### config.mk
export PLATFORM = sky130hd
export DESIGN_NAME = ssp_iter_unit
export DESIGN_NICKNAME = d
export VERILOG_FILES = /design/src/sv/ssp_pkg.sv /design/src/sv/ssp_iter_unit.sv
export SDC_FILE = /design/constraint.sdc
export NUM_CORES = 1
export LEC_CHECK = 0
export ABC_AREA = 1
export BUFFER_PORTS_ARGS = -buffer_cell sky130_fd_sc_hd__clkbuf_2
export CORE_MARGIN = 3
export CORE_UTILIZATION = 30
export CTS_CLUSTER_SIZE = 24
export DETAILED_ROUTE_END_ITERATION = 7
export PLACE_DENSITY = 0.52
export SLEW_MARGIN = 30
export SYNTH_ARGS = -nofsm -noshare
export SYNTH_HDL_FRONTEND = slang
export SYNTH_SLANG_ARGS = --single-unit
export TNS_END_PERCENT = 1
### constraint.sdc
create_clock -name clk -period 2.6 [get_ports clk]
set_clock_uncertainty 0.05 [all_clocks]
set_input_delay 0.26 -clock clk [delete_from_list [all_inputs] [get_ports clk]]
set_output_delay 0.26 -clock clk [all_outputs]
set_load 0.01 [all_outputs]
### src/sv/ssp_pkg.sv
package ssp_pkg;

    localparam int FRAC_BITS = 16;

    localparam int SQRT_STEPS = 32;
    localparam int DIV_STEPS  = 64;
    localparam int CNT_W      = $clog2(DIV_STEPS);

    typedef logic signed [31:0] sword_t;
    typedef logic [30:0]        creg_t;
    typedef logic [7:0]         cfg_idx_t;
    typedef logic [31:0]        cfg_data_t;

    localparam cfg_idx_t REG_MAX_FORCE   = 8'd0;
    localparam cfg_idx_t REG_MAX_SPEED   = 8'd1;
    localparam cfg_idx_t REG_REST_LENGTH = 8'd2;
    localparam cfg_idx_t REG_SPRING_K    = 8'd3;
    localparam cfg_idx_t REG_CENTRE_X    = 8'd4;
    localparam cfg_idx_t REG_CENTRE_Y    = 8'd5;

    localparam logic [63:0] REG_MASK64 = 64'h0000_0000_7FFF_FFFF;
    localparam logic signed [33:0] S34_MAX = 34'sd2147483647;
    localparam logic signed [33:0] S34_MIN = -34'sd2147483648;

    function automatic creg_t reset_coord(input logic [63:0] whole);
        logic [63:0] v;
        v = whole << FRAC_BITS;
        return (v > REG_MASK64) ? creg_t'(REG_MASK64) : v[30:0];
    endfunction

    localparam creg_t CENTRE_X_RST = reset_coord(64'd512);
    localparam creg_t CENTRE_Y_RST = reset_coord(64'd384);

    typedef struct packed {
        creg_t max_force;
        creg_t max_speed;
        creg_t rest_length;
        creg_t spring_k;
        creg_t centre_x;
        creg_t centre_y;
    } cfg_t;

    typedef struct packed {
        logic start;
        logic is_sqrt;
    } iter_cmd_t;

    typedef struct packed {
        logic busy;
        logic done;
    } iter_sts_t;

    function automatic sword_t sat32(input logic signed [33:0] v);
        if (v > S34_MAX)
            return sword_t'(S34_MAX[31:0]);
        else if (v < S34_MIN)
            return sword_t'(S34_MIN[31:0]);
        else
            return v[31:0];
    endfunction

    function automatic sword_t add_sat(input sword_t a, input sword_t b);
        return sat32($signed({{2{a[31]}}, a}) + $signed({{2{b[31]}}, b}));
    endfunction

    function automatic sword_t sub_sat(input sword_t a, input sword_t b);
        return sat32($signed({{2{a[31]}}, a}) - $signed({{2{b[31]}}, b}));
    endfunction

    function automatic sword_t neg_sat(input sword_t a);
        return sub_sat(32'sd0, a);
    endfunction

    function automatic logic [31:0] abs32(input sword_t a);
        return a[31] ? (~a + 32'd1) : a;
    endfunction

    // Apply a sign to an unsigned magnitude and clamp to the signed word range.
    function automatic sword_t sign_sat(input logic neg, input logic [63:0] q);
        if (!neg)
            return (q > 64'd2147483647) ? sword_t'(32'h7FFF_FFFF) : q[31:0];
        else
            return (q > 64'd2147483648) ? sword_t'(32'h8000_0000) : (~q[31:0] + 32'd1);
    endfunction

endpackage

### src/sv/ssp_iter_unit.sv
module ssp_iter_unit (
    input  logic               clk,
    input  logic               rst_n,
    input  ssp_pkg::iter_cmd_t cmd,
    input  logic [63:0]        opa,
    input  logic [31:0]        divisor,
    output ssp_pkg::iter_sts_t sts,
    output logic [63:0]        res
);
    import ssp_pkg::*;

    logic             busy_reg;
    logic             done_reg;
    logic             sqrt_reg;
    logic [CNT_W-1:0] cnt_reg;
    logic [63:0]      acc_reg;
    logic [35:0]      rem_reg;
    logic [31:0]      root_reg;
    logic [31:0]      div_reg;

    logic [35:0] sq_rem;
    logic [35:0] sq_trial;
    logic        sq_ge;
    logic [35:0] dv_rem;
    logic [35:0] dv_sub;
    logic        dv_ge;

    // Root: two radicand bits per step. Quotient: one dividend bit per step.
    assign sq_rem   = {rem_reg[33:0], acc_reg[63:62]};
    assign sq_trial = {2'b00, root_reg, 2'b01};
    assign sq_ge    = (sq_rem >= sq_trial);
    assign dv_rem   = {rem_reg[34:0], acc_reg[63]};
    assign dv_sub   = {4'b0000, div_reg};
    assign dv_ge    = (dv_rem >= dv_sub);

    assign sts.busy = busy_reg;
    assign sts.done = done_reg;
    assign res      = sqrt_reg ? {32'd0, root_reg} : acc_reg;

    always_ff @(posedge clk or negedge rst_n)
    begin
        if (!rst_n)
        begin
            busy_reg <= 1'b0;
            done_reg <= 1'b0;
            sqrt_reg <= 1'b0;
            cnt_reg  <= '0;
        end
        else
        begin
            done_reg <= 1'b0;
            if (cmd.start)
            begin
                busy_reg <= 1'b1;
                sqrt_reg <= cmd.is_sqrt;
                cnt_reg  <= cmd.is_sqrt ? CNT_W'(SQRT_STEPS - 1) : CNT_W'(DIV_STEPS - 1);
            end
            else if (busy_reg)
            begin
                if (cnt_reg == '0)
                begin
                    busy_reg <= 1'b0;
                    done_reg <= 1'b1;
                end
                cnt_reg <= cnt_reg - CNT_W'(1);
            end
        end
    end

    always_ff @(posedge clk)
    begin
        if (cmd.start)
        begin
            acc_reg  <= opa;
            rem_reg  <= '0;
            root_reg <= '0;
            div_reg  <= divisor;
        end
        else if (busy_reg)
        begin
            if (sqrt_reg)
            begin
                rem_reg  <= sq_ge ? (sq_rem - sq_trial) : sq_rem;
                root_reg <= {root_reg[30:0], sq_ge};
                acc_reg  <= {acc_reg[61:0], 2'b00};
            end
            else
            begin
                rem_reg <= dv_ge ? (dv_rem - dv_sub) : dv_rem;
                acc_reg <= {acc_reg[62:0], dv_ge};
            end
        end
    end

endmodule

==> impl_metrics.env <==
export IMPL_fill_cells=4973
export IMPL_grt_pass1_wl_microns=76900
export IMPL_synth_seq_cells=172
export IMPL_cts_buffer_depth=2
export IMPL_firstDrtPassIters=5
export IMPL_tritoncts="yes"
export IMPL_grt_max_degree=111
export IMPL_min_period_ps=2480
export IMPL_pin_count=166
export IMPL_syn_nets=2456
export IMPL_ant_nets=0
export IMPL_async_reset_ff_share_pct=5.23
export IMPL_setup_viol=0
export IMPL_worst_setup_path_type="reg2reg"
export IMPL_pre_cts_slack_ps=-180
export IMPL_ys_warn_count=0
export IMPL_finish_utilization_pct=39.2
export IMPL_synth_area_per_cell_sq_um=6.19
export IMPL_start_util_pct=30.8
export IMPL_drive_above_1_share_pct=16.4
export IMPL_htreeDepth=4
export IMPL_worstMarginPinSlew_ps=685
export IMPL_required_ps=2930
export IMPL_critPathLaunchType="flip-flop"
export IMPL_synth_cell_types=41
export IMPL_clock_fmax_mhz=403
export IMPL_clkTransAtPathRegs_ps=80
export IMPL_ys_seq_area_share_pct=31.4
export IMPL_outcome="finished clean"
export IMPL_period_share_pct=95.4
export IMPL_fp_dieH_microns=223
export IMPL_crit_fanout=3
export IMPL_grtUsageTotal_pct=19.6
export IMPL_setup_slack_ps=119
export IMPL_io_buffers=165
export IMPL_vias=14900
export IMPL_vias_per_cell=4.70
export IMPL_multi_input_area_sq_um=8310
export IMPL_gp_congestion=0.947
export IMPL_peakVddDrop_uv=684
export IMPL_rsz0062_at_grt="true"
export IMPL_power_mw=18.5
export IMPL_crit_arrival_ps=2810
export IMPL_setup_worst_path_end_class="flip-flop"
export IMPL_core_area_sq_um=46000
export IMPL_seq_area_sq_um=4460
export IMPL_drc=0
export IMPL_antenna_found_initial=0
export IMPL_leakagePower_nw=9.30
export IMPL_dieArea_sq_um=49800
export IMPL_syn_to_final_growth_pct=27.3
export IMPL_hold_ws_ps=32.2
export IMPL_synth_area_sq_um=14200
export IMPL_largest_register_ffs=64
export IMPL_core_rowCount=78
export IMPL_drt_iter0_markers=879
export IMPL_synth_cells=2287
export IMPL_synthFlopType="edfxtp_1"
export IMPL_final_hold_viol_count=0
export IMPL_root_buffer="clkbuf_16"
export IMPL_dpl_hpwl_microns=39000
export IMPL_die_w_microns=223
export IMPL_grt_pass1_vias=14100
export IMPL_drv_cap=0
export IMPL_slew_violations=0
export IMPL_powerDensity_nw_per_um2=1030
export IMPL_synth_edf_count=96
export IMPL_clock_sinks=172
export IMPL_wl_per_cell_microns=15.8
export IMPL_final_net_count=2722
export IMPL_clk_latency_ps=490
export IMPL_worstHoldPathType="in2reg"
export IMPL_num_antenna_cells=0
export IMPL_relSlewSlack_pct=54.3
export IMPL_gr_total_overflow=0
export IMPL_cts_buffers=17
export IMPL_wirelength_microns=50000
where the power goes:
| part | switching [mW] | total (mW) | internal [mW] | leakage [nW] |
|---|---|---|---|---|
| Sequential | 0.456 | 3.79 | 3.33 | 1.65 |
| Combinational | 7.46 | 12.1 | 4.65 | 7.36 |
| Clock | 1.24 | 2.63 | 1.39 | 0.286 |
metal layers:
metal	routed length, microns	global-route usage, %	vias to the layer above
met1	22700	25.3	6793
met3	2160	3.99	54
met5	0	0	-
met2	23900	33.1	326
li1	-	-	7695
met4	1190	6.01	0
logic make-up after synthesis:
logic type | synth area share, %
AND/OR/NAND/NOR | 35.0
buffers and inverters | 13.9
flip-flops | 31.4
AO/OA/AOI/OAI | 11.8
XOR/XNOR | 1.73
adder cells (fa/ha/maj) | 6.15
area by class of cell:
| class | count | area share, % |
|---|---|---|
| Clock buffer | 22 | 2.75 |
| Clock inverter | 10 | 0.513 |
| Inverter | 418 | 8.70 |
| Multi-Input combinational cell | 1622 | 46.1 |
| Timing Repair Buffer | 322 | 13.0 |
| Sequential cell | 172 | 24.7 |
| Tap cell | 600 | 4.16 |
what timing repair did:
item                                   CTS  global route
setup buffers                            0             8
gates resized for setup                 13           102
hold buffers                            63             0
pin swaps                                2             6
cloned                                   1             2
setup endpoints to repair               35            36
endpoints found under the hold margin   72             0
layout by cell type, fill, tap and decap left out, types with 21 or more instances in the layout:
| cell | instances |
|---|---|
| o21ai_0 | 108 |
| clkbuf_16 | 21 |
| dlygate4sd3_1 | 63 |
| buf_4 | 79 |
| nand3b_1 | 24 |
| dfxtp_1 | 61 |
| xnor2_1 | 23 |
| clkbuf_2 | 164 |
| ha_1 | 35 |
| nor2_1 | 199 |
| nand3_1 | 136 |
| nand2_1 | 745 |
| a21oi_1 | 193 |
| ha_4 | 26 |
| edfxtp_1 | 96 |
| inv_1 | 397 |
worst max-delay path: stages, from the launching register on:
cell and delay (ps):
dfxtp_1 320, buf_4 150, ha_1 290, buf_4 120
nand2_1 130, nor2_2 190, inv_1 120, nor2_1 190
nand4_1 180, nand3_1 130, nand2_1 50, nand2_1 120
nand2_1 70, nand3_1 80, nand3_1 60, nand2_1 60
inv_1 50
cells in the mapped netlist, types with 2 or more instances:
cell | number | area, sq um
a21o_1 | 2 | 15.0
a21oi_1 | 196 | 981
a21oi_2 | 3 | 26.3
and2_1 | 5 | 31.3
buf_1 | 5 | 18.8
buf_2 | 6 | 30.0
buf_4 | 7 | 52.6
buf_6 | 10 | 113
clkbuf_1 | 48 | 180
clkinv_1 | 3 | 11.3
dfrtp_1 | 9 | 225
dfxtp_1 | 67 | 1340
edfxtp_1 | 96 | 2880
ha_1 | 68 | 851
inv_1 | 407 | 1530
inv_2 | 8 | 30.0
nand2_1 | 761 | 2860
nand2_2 | 4 | 25.0
nand3_1 | 141 | 706
nand3_2 | 5 | 50.1
nand3b_1 | 24 | 180
nand4_1 | 15 | 93.8
nor2_1 | 213 | 800
nor2_2 | 6 | 37.5
nor2_4 | 3 | 33.8
nor3_1 | 15 | 75.1
nor3_2 | 3 | 30.0
o211ai_1 | 2 | 15.0
o21ai_0 | 108 | 541
o21ai_1 | 3 | 15.0
o21bai_1 | 7 | 52.6
or2_2 | 2 | 12.5
xnor2_1 | 23 | 201
xor2_1 | 5 | 43.8
path summary, 6_finish.rpt:
| kind | start | end | slack [ps] | cells after the start |
|---|---|---|---|---|
| max in group asynchronous | rst_n | sqrt_reg$_DFFE_PN0P_ | 2160 | 2 |
| worst min-delay path | opa[49] | acc_reg[49]$_DFFE_PP_ | 30 | 3 |
| worst min register to register | root_reg[19]$_SDFFE_PP0P_ | root_reg[19]$_SDFFE_PP0P_ | 460 | 2 |
| min in group asynchronous | rst_n | cnt_reg[1]$_DFFE_PN0P_ | 110 | 2 |
| worst max register to register | rem_reg[17]$_SDFFE_PP0P_ | rem_reg[19]$_SDFFE_PP0P_ | 120 | 16 |
| worst max-delay path | rem_reg[17]$_SDFFE_PP0P_ | rem_reg[19]$_SDFFE_PP0P_ | 120 | 16 |
per-stage QoR:
stage	setup TNS, ps	instance area, sq um	instances
after floorplan	0	14200	2287
after global placement	-2870	16100	3060
after detailed placement	-2880	16100	3060
after CTS	0	17400	3156
after global routing	-20.9	18000	3166
final	0	18000	3166
(Power assumes the default switching activity.)
