File: src/sv/ssp_pkg.sv
package ssp_pkg;

    localparam int FRAC_BITS = 16;

    localparam int SQRT_STEPS = 32;
    localparam int DIV_STEPS  = 64;
    localparam int CNT_W      = $clog2(DIV_STEPS);

    typedef logic signed [31:0] sword_t;
    typedef logic [30:0]        creg_t;
    typedef logic [7:0]         cfg_idx_t;
    typedef logic [31:0]        cfg_data_t;

    localparam cfg_idx_t REG_MAX_FORCE   = 8'd0;
    localparam cfg_idx_t REG_MAX_SPEED   = 8'd1;
    localparam cfg_idx_t REG_REST_LENGTH = 8'd2;
    localparam cfg_idx_t REG_SPRING_K    = 8'd3;
    localparam cfg_idx_t REG_CENTRE_X    = 8'd4;
    localparam cfg_idx_t REG_CENTRE_Y    = 8'd5;

    localparam logic [63:0] REG_MASK64 = 64'h0000_0000_7FFF_FFFF;
    localparam logic signed [33:0] S34_MAX = 34'sd2147483647;
    localparam logic signed [33:0] S34_MIN = -34'sd2147483648;

    function automatic creg_t reset_coord(input logic [63:0] whole);
        logic [63:0] v;
        v = whole << FRAC_BITS;
        return (v > REG_MASK64) ? creg_t'(REG_MASK64) : v[30:0];
    endfunction

    localparam creg_t CENTRE_X_RST = reset_coord(64'd512);
    localparam creg_t CENTRE_Y_RST = reset_coord(64'd384);

    typedef struct packed {
        creg_t max_force;
        creg_t max_speed;
        creg_t rest_length;
        creg_t spring_k;
        creg_t centre_x;
        creg_t centre_y;
    } cfg_t;

    typedef struct packed {
        logic start;
        logic is_sqrt;
    } iter_cmd_t;

    typedef struct packed {
        logic busy;
        logic done;
    } iter_sts_t;

    function automatic sword_t sat32(input logic signed [33:0] v);
        if (v > S34_MAX)
            return sword_t'(S34_MAX[31:0]);
        else if (v < S34_MIN)
            return sword_t'(S34_MIN[31:0]);
        else
            return v[31:0];
    endfunction

    function automatic sword_t add_sat(input sword_t a, input sword_t b);
        return sat32($signed({{2{a[31]}}, a}) + $signed({{2{b[31]}}, b}));
    endfunction

    function automatic sword_t sub_sat(input sword_t a, input sword_t b);
        return sat32($signed({{2{a[31]}}, a}) - $signed({{2{b[31]}}, b}));
    endfunction

    function automatic sword_t neg_sat(input sword_t a);
        return sub_sat(32'sd0, a);
    endfunction

    function automatic logic [31:0] abs32(input sword_t a);
        return a[31] ? (~a + 32'd1) : a;
    endfunction

    // Apply a sign to an unsigned magnitude and clamp to the signed word range.
    function automatic sword_t sign_sat(input logic neg, input logic [63:0] q);
        if (!neg)
            return (q > 64'd2147483647) ? sword_t'(32'h7FFF_FFFF) : q[31:0];
        else
            return (q > 64'd2147483648) ? sword_t'(32'h8000_0000) : (~q[31:0] + 32'd1);
    endfunction

endpackage

File: src/sv/ssp_cfg_if.sv
interface ssp_cfg_if;
    logic                valid;
    logic                ready;
    ssp_pkg::cfg_idx_t  index;
    ssp_pkg::cfg_data_t data;

    modport source (output valid, output index, output data, input ready);
    modport sink (input valid, input index, input data, output ready);
endinterface

File: src/sv/ssp_cfg_regs.sv
module ssp_cfg_regs (
    input  logic          clk,
    input  logic          rst_n,
    ssp_cfg_if.sink       cfg,
    output ssp_pkg::cfg_t regs
);
    import ssp_pkg::*;

    cfg_t regs_reg;

    assign cfg.ready = 1'b1;
    assign regs      = regs_reg;

    always_ff @(posedge clk or negedge rst_n)
    begin
        if (!rst_n)
        begin
            regs_reg.max_force   <= '0;
            regs_reg.max_speed   <= '0;
            regs_reg.rest_length <= '0;
            regs_reg.spring_k    <= '0;
            regs_reg.centre_x    <= CENTRE_X_RST;
            regs_reg.centre_y    <= CENTRE_Y_RST;
        end
        else if (cfg.valid)
        begin
            unique case (cfg.index)
                REG_MAX_FORCE:   regs_reg.max_force   <= cfg.data[30:0];
                REG_MAX_SPEED:   regs_reg.max_speed   <= cfg.data[30:0];
                REG_REST_LENGTH: regs_reg.rest_length <= cfg.data[30:0];
                REG_SPRING_K:    regs_reg.spring_k    <= cfg.data[30:0];
                REG_CENTRE_X:    regs_reg.centre_x    <= cfg.data[30:0];
                REG_CENTRE_Y:    regs_reg.centre_y    <= cfg.data[30:0];
                default:
                begin
                end
            endcase
        end
    end

endmodule

File: src/flat_wrapper.sv
// flat-port wrapper written by rule: the top's interface ports become plain ports
module ssp_cfg_regs_flat import ssp_pkg::*;
  (clk, rst_n, regs, cfg_valid, cfg_index, cfg_data, cfg_ready);
  ssp_cfg_if cfg_i ();
  input  logic clk;
  input  logic rst_n;
  output ssp_pkg::cfg_t regs;
  input wire logic [$bits(cfg_i.valid)-1:0] cfg_valid;
  input wire logic [$bits(cfg_i.index)-1:0] cfg_index;
  input wire logic [$bits(cfg_i.data)-1:0] cfg_data;
  output wire logic [$bits(cfg_i.ready)-1:0] cfg_ready;
  assign cfg_i.valid = cfg_valid;
  assign cfg_i.index = cfg_index;
  assign cfg_i.data = cfg_data;
  assign cfg_ready = cfg_i.ready;
  ssp_cfg_regs u_core (.clk(clk), .rst_n(rst_n), .cfg(cfg_i), .regs(regs));
endmodule
File: config.mk
export PLATFORM = sky130hd
export DESIGN_NAME = ssp_cfg_regs_flat
export DESIGN_NICKNAME = d
export VERILOG_FILES = /design/src/sv/ssp_pkg.sv /design/src/sv/ssp_cfg_if.sv /design/src/sv/ssp_cfg_regs.sv /design/src/flat_wrapper.sv
export SDC_FILE = /design/constraint.sdc
export NUM_CORES = 1
export LEC_CHECK = 0
export ABC_AREA = 1
export BUFFER_PORTS_ARGS = -buffer_cell sky130_fd_sc_hd__buf_2
export CAP_MARGIN = 20
export CORE_AREA = 5 5 124 126
export CTS_CLUSTER_DIAMETER = 100
export DETAILED_ROUTE_END_ITERATION = 12
export DIE_AREA = 0 0 129 131
export GPL_TIMING_DRIVEN = 0
export PLACE_DENSITY_LB_ADDON = 0.12
export SYNTH_ARGS = -nofsm -noshare
export SYNTH_HDL_FRONTEND = slang
export SYNTH_SLANG_ARGS = --single-unit
File: constraint.sdc
create_clock -name clk -period 1.6 [get_ports clk]
set_input_delay 0.48 -clock clk [delete_from_list [all_inputs] [get_ports clk]]
set_output_delay 0.48 -clock clk [all_outputs]
set_load 0.01 [all_outputs]
==> flow_summary.json, run 1 <==
{
  "status": "complete, no violations",
  "clock_latency_ns": 0.42,
  "path_buf_inv": 1,
  "cpPeakStageDelay_ns": 0.53,
  "wl_per_cell_um": 17.5,
  "area_delta_synth_final_pct": 26.8,
  "p_sw_share_pct": 23.8,
  "syn_nets": 875,
  "cts_max_level": 4,
  "route.vias.total": 6685,
  "leakagePower_nw": 5.92,
  "cp_top_family": "flip-flops",
  "drc": 0,
  "row_count": 44,
  "fmax_mhz": 641,
  "vias_per_cell": 5.24,
  "critical_path_arrival_ns": 1.08,
  "relSlewSlack_pct": 51.2,
  "design_area_um2": 9600,
  "postCtsSetupBuffers": 0,
  "grtUsageTotal_pct": 26.8,
  "yosysSeqAreaShare_pct": 61.6,
  "pwr-share-clk_pct": 42.4,
  "drtIter0Drc": 632,
  "synth-seq-cells": 186,
  "nNetsFinal": 1122,
  "synthTopCellsByArea": "dfrtp_1 61%, nand2_1 19%, nand3_1 13%",
  "cp-start-kind": "flip-flop",
  "final_common_cell": "nand2_1",
  "ctsRootBufferMaster": "clkbuf_16",
  "grt_pass1_vias": 6262,
  "placed_cell_area_um2": 8970,
  "clock_path_buffers": 2,
  "fin_cells": 1276,
  "grt_max_degree": 97,
  "synth_area_per_cell_um2": 9.10,
  "rsz0062_at_grt": "false",
  "end_kind": "primary output",
  "register_area_um2": 4660,
  "fillCellCount": 1206,
  "cp_slowest_cell": "dfstp_2",
  "clk_pin_slew_ns": 0.06,
  "ant_nets": 0,
  "die_area_um2": 16900,
  "critPathRequiredTime_ns": 1.12,
  "n_antenna_cell": 0,
  "post_cts_resized": 0,
  "ctsHoldBuffers": 0,
  "clkSinkCount": 186,
  "final_cell_mix": "377 x nand2_1, 247 x buf_2, 190 x nand3_1",
  "syn_inst": 832,
  "tightest_slew_ns": 0.732,
  "crit_chain": "buf_2",
  "grt_pass1_wl_um": 34700,
  "wl_um": 22400,
  "initial_utilization_pct": 53.3,
  "min_path_type": "primary input to asynchronous set/reset pin",
  "grt_antenna_before_repair": 0,
  "fin_worst_skew_ns": 0,
  "power_density_nw_per_um2": 1090,
  "core_um2": 14200,
  "p_total_w": 0.0104,
  "synth_cell_types": 16,
  "ys_warn_count": 0,
  "synth_area_leader_cell": "dfrtp_1",
  "synth_ff_type": "dfrtp_1",
  "fin_crit_sh_pct": 97.5,
  "synth_top_area_share_pct": 60.5,
  "firstDrtPassIters": 5,
  "setup_violations": 0,
  "place_inst": 1244,
  "combPwrFrac_pct": 9.1,
  "hold_viol_final": 0,
  "path_class": "flip-flop to primary output",
  "p_int_w": 0.00795,
  "largest_reg_flops": 186,
  "cts_made_buffers": 17,
  "peakVddDrop_mv": 0.702,
  "fp.dieW_um": 129,
  "async_reset_ff_share_pct": 100,
  "post-dp-hpwl_um": 15600,
  "syn_area_um2": 7570,
  "num_io_pins": 230,
  "path_max_fanout": 2,
  "cts_tree": "built",
  "fin_crit_ns": 1.56,
  "grt_overflow": 0,
  "multi_input_area_um2": 2490,
  "finalMaxSlewViolations": 0,
  "die_y_um": 131,
  "drive_above_1_share_pct": 29.3,
  "cap_violations": 0,
  "switchingPower_w": 0.00248,
  "synth_edf_count": 0,
  "gp_congestion": 0.829,
  "seqPwrFrac_pct": 48.5,
  "numPortBuffers": 227
}
==> cells in the mapped netlist, types with 3 or more instances <==
library cell	count
buf_4	12
dfrtp_1	183
buf_2	21
nand3_1	190
nand2_2	4
nor2_1	3
buf_6	14
clkbuf_1	9
inv_1	6
nand2_1	377
dfstp_2	3
nor2_4	5
==> final cells by class <==
type                    count  share of cell area, %
inverters                   8                  0.313
flip-flops and latches    186                   48.5
well taps                 184                   2.40
clock inverters             6                   1.12
repair buffers            228                   12.2
plain buffers              56                   4.03
multi-input cells         582                   26.0
clock buffers              26                   5.41
==> through the flow <==
stage	utilization, %	TNS (ns)	hold WS, ns	setup WS [ns]
2_1_floorplan	-	0	0.184	0.257
3_3_place_gp	62.9	-566.55	0.448	-2.95
3_5_place_dp	63.2	-25.76	0.453	-0.285
4_1_cts	67.6	0	0.0924	0.0233
5_1_grt	67.6	0	0.121	0.000927
6_report	67.6	0	0.0565	0.0393
==> cells by family (layout without fill, tap and decap cells) <==
group / Yosys count / in the layout / synth area share [%]
other: 1 / 1 / 0.0496
DFF: 186 / 186 / 61.6
buffers and inverters: 64 / 324 / 5.51
and+or+nand+nor: 581 / 581 / 32.9
==> power by group through the flow <==
stage | clock [W] | sequential (W) | combinational [W]
detailed placement | 0 | 0.00514 | 0.000957
global placement | 0 | 0.00513 | 0.000932
finish | 0.00442 | 0.00506 | 0.000948
floorplan | 0 | 0.00524 | 0.000263
global route | 0.00469 | 0.00508 | 0.00105
CTS | 0.00449 | 0.00505 | 0.000960
==> metal layers <==
metal	track usage, %	up-vias	wire, µm
met2	40.9	275	10400
li1	-	3152	-
met1	38.1	3222	9540
met3	6.22	36	1970
met4	9.33	0	484
met5	0	-	0
==> worst register-to-register path, delay by kind of cell, from the launching register on <==
kind	cells	cell delay, ns
DFF	1	0.53
and+or+nand+nor	2	0.10
==> final timing paths <==
kind	startpoint	endpoint	slack [ns]	cells after the start
min	rst_n	u_core.regs[167]	0.06	1
max in group asynchronous	rst_n	u_core.regs[56]	0.61	2
min in group clk	cfg_data[30]	u_core.regs[185]	0.36	3
min reg2reg	u_core.regs[56]	u_core.regs[56]	0.46	2
max reg2reg	u_core.regs[24]	u_core.regs[24]	0.91	2
max	u_core.regs[24]	regs[24]	0.04	1
Power figures use the tool's default switching activity.
==> inputs of run 2 (changes only) <==
--- a/config.mk
+++ b/config.mk
@@ -8,12 +8,12 @@
 export ABC_AREA = 1
 export BUFFER_PORTS_ARGS = -buffer_cell sky130_fd_sc_hd__buf_2
 export CAP_MARGIN = 20
-export CORE_AREA = 5 5 124 126
+export CORE_AREA = 5 5 136 138
 export CTS_CLUSTER_DIAMETER = 100
 export DETAILED_ROUTE_END_ITERATION = 12
-export DIE_AREA = 0 0 129 131
+export DIE_AREA = 0 0 141 143
 export GPL_TIMING_DRIVEN = 0
-export PLACE_DENSITY_LB_ADDON = 0.12
+export PLACE_DENSITY = 0.73
 export SYNTH_ARGS = -nofsm -noshare
 export SYNTH_HDL_FRONTEND = slang
 export SYNTH_SLANG_ARGS = --single-unit
==> flow_summary.json, run 2 (synthesis gave the netlist of run 1 again) <==
{
  "status": "complete, no violations",
  "cp_top_family": "flip-flops",
  "wl_um": 23400,
  "nNetsFinal": 1122,
  "drtIter0Drc": 544,
  "gp_congestion": 0.832,
  "grtUsageTotal_pct": 23.4,
  "clkSinkCount": 186,
  "cts_tree": "built",
  "grt_pass1_wl_um": 36900,
  "clock_path_buffers": 2,
  "fin_crit_sh_pct": 97.9,
  "numPortBuffers": 227,
  "ctsRootBufferMaster": "clkbuf_16",
  "pre_cts_ws_ns": -0.347,
  "drc": 0,
  "end_kind": "primary output",
  "setup_slack_ns": 0.0339,
  "clk_pin_slew_ns": 0.07,
  "path_class": "flip-flop to primary output",
  "busiest_layer": "met2",
  "path_buf_inv": 1,
  "vias_per_cell": 5.10,
  "final_cell_mix": "377 x nand2_1, 247 x buf_2, 190 x nand3_1",
  "hold_viol_final": 0,
  "route.vias.total": 6724,
  "cp_slowest_cell": "dfstp_2",
  "grt_max_degree": 104,
  "tightest_slew_ns": 0.822,
  "fin_crit_ns": 1.57,
  "use_met1_pct": 32.3,
  "grtUsageMet3_pct": 5.83,
  "fmax_mhz": 639,
  "post-dp-hpwl_um": 16700,
  "path_max_fanout": 2,
  "critical_path_arrival_ns": 1.09,
  "firstDrtPassIters": 7,
  "finalMaxSlewViolations": 0,
  "fp.dieW_um": 141,
  "final_common_cell": "nand2_1",
  "drive_above_1_share_pct": 29.2,
  "min_path_type": "primary input to asynchronous set/reset pin",
  "crit_chain": "buf_2",
  "area_delta_synth_final_pct": 26.7,
  "ant_nets": 0,
  "grt_overflow": 0,
  "initial_utilization_pct": 44.4,
  "row_count": 48,
  "postCtsSetupBuffers": 0,
  "die_y_um": 143,
  "grt_use_met2_pct": 37.5,
  "largest_reg_flops": 186,
  "fin_worst_skew_ns": 0,
  "cpPeakStageDelay_ns": 0.55,
  "clock_latency_ns": 0.42,
  "power_density_nw_per_um2": 1050,
  "grt_pass1_vias": 6524,
  "num_io_pins": 230,
  "ctsHoldBuffers": 0,
  "cp-start-kind": "flip-flop",
  "grt_antenna_before_repair": 1,
  "post_cts_resized": 0,
  "peakVddDrop_mv": 0.701,
  "cts_made_buffers": 17,
  "cts_max_level": 4,
  "cap_violations": 0,
  "post-route-util_pct": 56.2,
  "core_um2": 17100,
  "critPathRequiredTime_ns": 1.12,
  "rsz0062_at_grt": "false",
  "leakagePower_nw": 5.88,
  "wl_per_cell_um": 17.7,
  "relSlewSlack_pct": 45.2,
  "die_area_um2": 20200,
  "setup_violations": 0,
  "fillCellCount": 1538
}
[run 2: changes by cell type in the layout (fill, tap and decap cells not counted)]
cell | before | now
bufinv_16 | 3 | 2
clkbuf_1 | 12 | 13
clkbuf_8 | 6 | 0
clkinv_2 | 2 | 3
clkinv_4 | 0 | 1
clkinvlp_4 | 1 | 4
diode_2 | 0 | 1
inv_6 | 0 | 1
[run 2: metrics by stage]
step / hold WS [ns] / std cells / total power (W) / TNS (ns) / area, µm²
6_report: 0.0636 / 1318 / 0.0101 / 0 / 9590
5_1_grt: 0.138 / 1318 / 0.0105 / 0 / 9590
4_1_cts: 0.133 / 1317 / 0.0102 / 0 / 9590
3_5_place_dp: 0.454 / 1285 / 0.00610 / -30.29 / 9020
3_3_place_gp: 0.449 / 1284 / 0.00607 / -578.51 / 8980
2_1_floorplan: 0.184 / 832 / 0.00550 / 0 / 7570
[run 2: power breakdown]
part | leakage, nW | internal (W) | switching (W)
clock | 0.263 | 0.00230 | 0.00178
sequential | 2.55 | 0.00493 | 0.000128
combinational | 3.06 | 0.000309 | 0.000648
[run 2: routing by layer]
metal | vias up | share of wire [%]
li1 | 3154 | -
met1 | 3268 | 43
met2 | 275 | 47
met3 | 27 | 7.8
met4 | 0 | 1.8
met5 | - | 0
[run 2: final cells by class]
type | count | area [µm²] | area share (%)
clock buffers | 21 | 440 | 4.59
multi-input cells | 582 | 2490 | 26.0
inverters | 8 | 30.0 | 0.313
plain buffers | 56 | 387 | 4.03
repair buffers | 228 | 1170 | 12.2
well taps | 225 | 282 | 2.94
diodes | 1 | 2.50 | 0.0261
flip-flops and latches | 186 | 4660 | 48.6
clock inverters | 11 | 123 | 1.28
[run 2: worst paths after layout]
| check | from | endpoint | slack, ns | cells past startpoint |
|---|---|---|---|---|
| max | u_core.regs[24] | regs[24] | 0.03 | 1 |
| min | rst_n | u_core.regs[10] | 0.06 | 1 |
| max reg2reg | u_core.regs[24] | u_core.regs[24] | 0.89 | 2 |
| min reg2reg | u_core.regs[88] | u_core.regs[88] | 0.46 | 2 |
| max in group asynchronous | rst_n | u_core.regs[24] | 0.62 | 2 |
| min in group clk | cfg_data[25] | u_core.regs[56] | 0.37 | 3 |
==> inputs of run 3 (changes only) <==
--- a/config.mk
+++ b/config.mk
@@ -8,12 +8,12 @@
 export ABC_AREA = 1
 export BUFFER_PORTS_ARGS = -buffer_cell sky130_fd_sc_hd__buf_2
 export CAP_MARGIN = 20
-export CORE_AREA = 5 5 136 138
+export CORE_AREA = 5 5 168 170
 export CTS_CLUSTER_DIAMETER = 100
 export DETAILED_ROUTE_END_ITERATION = 12
-export DIE_AREA = 0 0 141 143
+export DIE_AREA = 0 0 173 175
 export GPL_TIMING_DRIVEN = 0
-export PLACE_DENSITY = 0.73
+export PLACE_DENSITY = 0.52
 export SYNTH_ARGS = -nofsm -noshare
 export SYNTH_HDL_FRONTEND = slang
 export SYNTH_SLANG_ARGS = --single-unit
==> constraint.sdc (replaced) <==
create_clock -name clk -period 1.51 [get_ports clk]
set_input_delay 0.453 -clock clk [delete_from_list [all_inputs] [get_ports clk]]
set_output_delay 0.453 -clock clk [all_outputs]
set_load 0.01 [all_outputs]
==> flow_summary.json, run 3 (synthesis gave the netlist of run 1 again) <==
{
  "cts_tree": "built",
  "pre_cts_ws_ns": -0.491,
  "cp_slowest_cell": "dfstp_2",
  "drive_above_1_share_pct": 29.9,
  "largest_reg_flops": 186,
  "drc": 0,
  "clkSinkCount": 186,
  "place_inst": 1401,
  "area_delta_synth_final_pct": 29.7,
  "design_area_um2": 9810,
  "fmax_mhz": 660,
  "cap_violations": 0,
  "critPathRequiredTime_ns": 1.06,
  "violations": "setup timing",
  "die_area_um2": 30300,
  "path_max_fanout": 2,
  "grt_antenna_before_repair": 2,
  "drtIter0Drc": 491,
  "reg2reg_to": "u_core.regs[23]",
  "clk_pin_slew_ns": 0.07,
  "ff2ff_setup_slack_ns": 0.73,
  "path_class": "flip-flop to primary output",
  "cp-start-kind": "flip-flop",
  "path_buf_inv": 1,
  "crit_chain": "buf_6",
  "reg2reg_depth": 3,
  "placed_cell_area_um2": 9170,
  "grt_max_degree": 95,
  "hold_viol_final": 0,
  "leakagePower_nw": 5.92,
  "grt_pass1_vias": 6592,
  "grt_overflow": 0,
  "relSlewSlack_pct": 49.7,
  "row_count": 60,
  "tightest_slew_ns": 0.754,
  "fin_crit_sh_pct": 100,
  "fp.dieW_um": 173,
  "fin_worst_skew_ns": 0,
  "route.vias.total": 6564,
  "post-dp-hpwl_um": 18900,
  "setup_slack_ns": -0.00422,
  "core_um2": 26600,
  "firstDrtPassIters": 5,
  "end_kind": "primary output",
  "wl_um": 26300,
  "clock_latency_ns": 0.42,
  "power_density_nw_per_um2": 1130,
  "fin_tns_setup_ns": -0.00422,
  "ant_nets": 0,
  "cts_max_level": 4,
  "peakVddDrop_mv": 0.753,
  "final_common_cell": "nand2_1",
  "setup_violations": 1,
  "initial_utilization_pct": 28.5,
  "grtUsageTotal_pct": 17.1,
  "die_y_um": 175,
  "vias_per_cell": 4.58,
  "fin_crit_ns": 1.51,
  "grt_pass1_wl_um": 40500,
  "rsz0062_at_grt": "true",
  "gp_congestion": 0.789,
  "critical_path_arrival_ns": 1.06,
  "clock_path_buffers": 2,
  "cpPeakStageDelay_ns": 0.54,
  "cts_made_buffers": 17,
  "r2r_start": "u_core.regs[23]",
  "cp_top_family": "flip-flops",
  "nNetsFinal": 1123,
  "final_cell_mix": "377 x nand2_1, 244 x buf_2, 188 x nand3_1",
  "finalMaxSlewViolations": 0,
  "min_path_type": "primary input to asynchronous set/reset pin",
  "status": "finished with violations",
  "num_io_pins": 230,
  "wl_per_cell_um": 18.3,
  "hold_slack_ns": 0.0396,
  "fin_cells": 1434,
  "ctsRootBufferMaster": "clkbuf_16",
  "numPortBuffers": 227
}
-- run 3: cell types whose count changed in the layout (fill, tap and decap cells not counted), sizes merged --
cell,previous run,this run
inv,9,13
clkbuf,30,27
clkinvlp,4,2
buf,275,276
bufinv,2,3
clkinv,4,3
-- run 3: layout make-up --
class / instances / area, µm²
diodes: 1 / 2.50
multi-input cells: 582 / 2500
clock inverters: 13 / 164
clock buffers: 18 / 439
flip-flops and latches: 186 / 4660
fillers: 2820 / 16800
repair buffers: 229 / 1200
plain buffers: 56 / 387
well taps: 341 / 427
inverters: 8 / 30.0
-- run 3: per-stage QoR --
step	utilization, %	power (W)
finish	36.9	0.0111
floorplan	-	0.00583
global route	36.9	0.0116
detailed placement	34.5	0.00650
global placement	34.4	0.00648
CTS	36.9	0.0113
-- run 3: worst max-delay path by stage --
stage                               start  depth (start not counted)  slack [ns]         endpoint
after global placement              rst_n                          1       -3.34  u_core.regs[88]
after floorplan              cfg_index[7]                          7        0.19  u_core.regs[31]
after global routing      u_core.regs[24]                          1       -0.05         regs[24]
after CTS                 u_core.regs[24]                          1       -0.03         regs[24]
after detailed placement     cfg_index[3]                          8       -0.49  u_core.regs[69]
final                     u_core.regs[24]                          1      -0.004         regs[24]
-- run 3: timing repair --
item,4_1_cts,5_1_grt
hold buffers,0,0
hold endpoints to repair,0,0
setup endpoints to repair,33,18
resized for setup,4,2
buffers inserted,1,0
-- run 3: layer usage --
metal	global-route usage, %	part of all wire, %
met1	23.2	45
met2	27.2	46
met3	5.24	7.4
met4	4.02	1.4
met5	0	0.049
-- run 3: power by group --
group / internal, W / leakage (nW) / total [W] / switching [W]
combinational: 0.000333 / 3.07 / 0.00104 / 0.000703
sequential: 0.00522 / 2.55 / 0.00535 / 0.000135
clock: 0.00267 / 0.294 / 0.00471 / 0.00205
-- run 3: worst register-to-register path: cells and delay by family (launching register included) --
family / cells / cell delay (ns)
DFF: 1 / 0.54
buffers and inverters: 1 / 0.10
and+or+nand+nor: 2 / 0.09
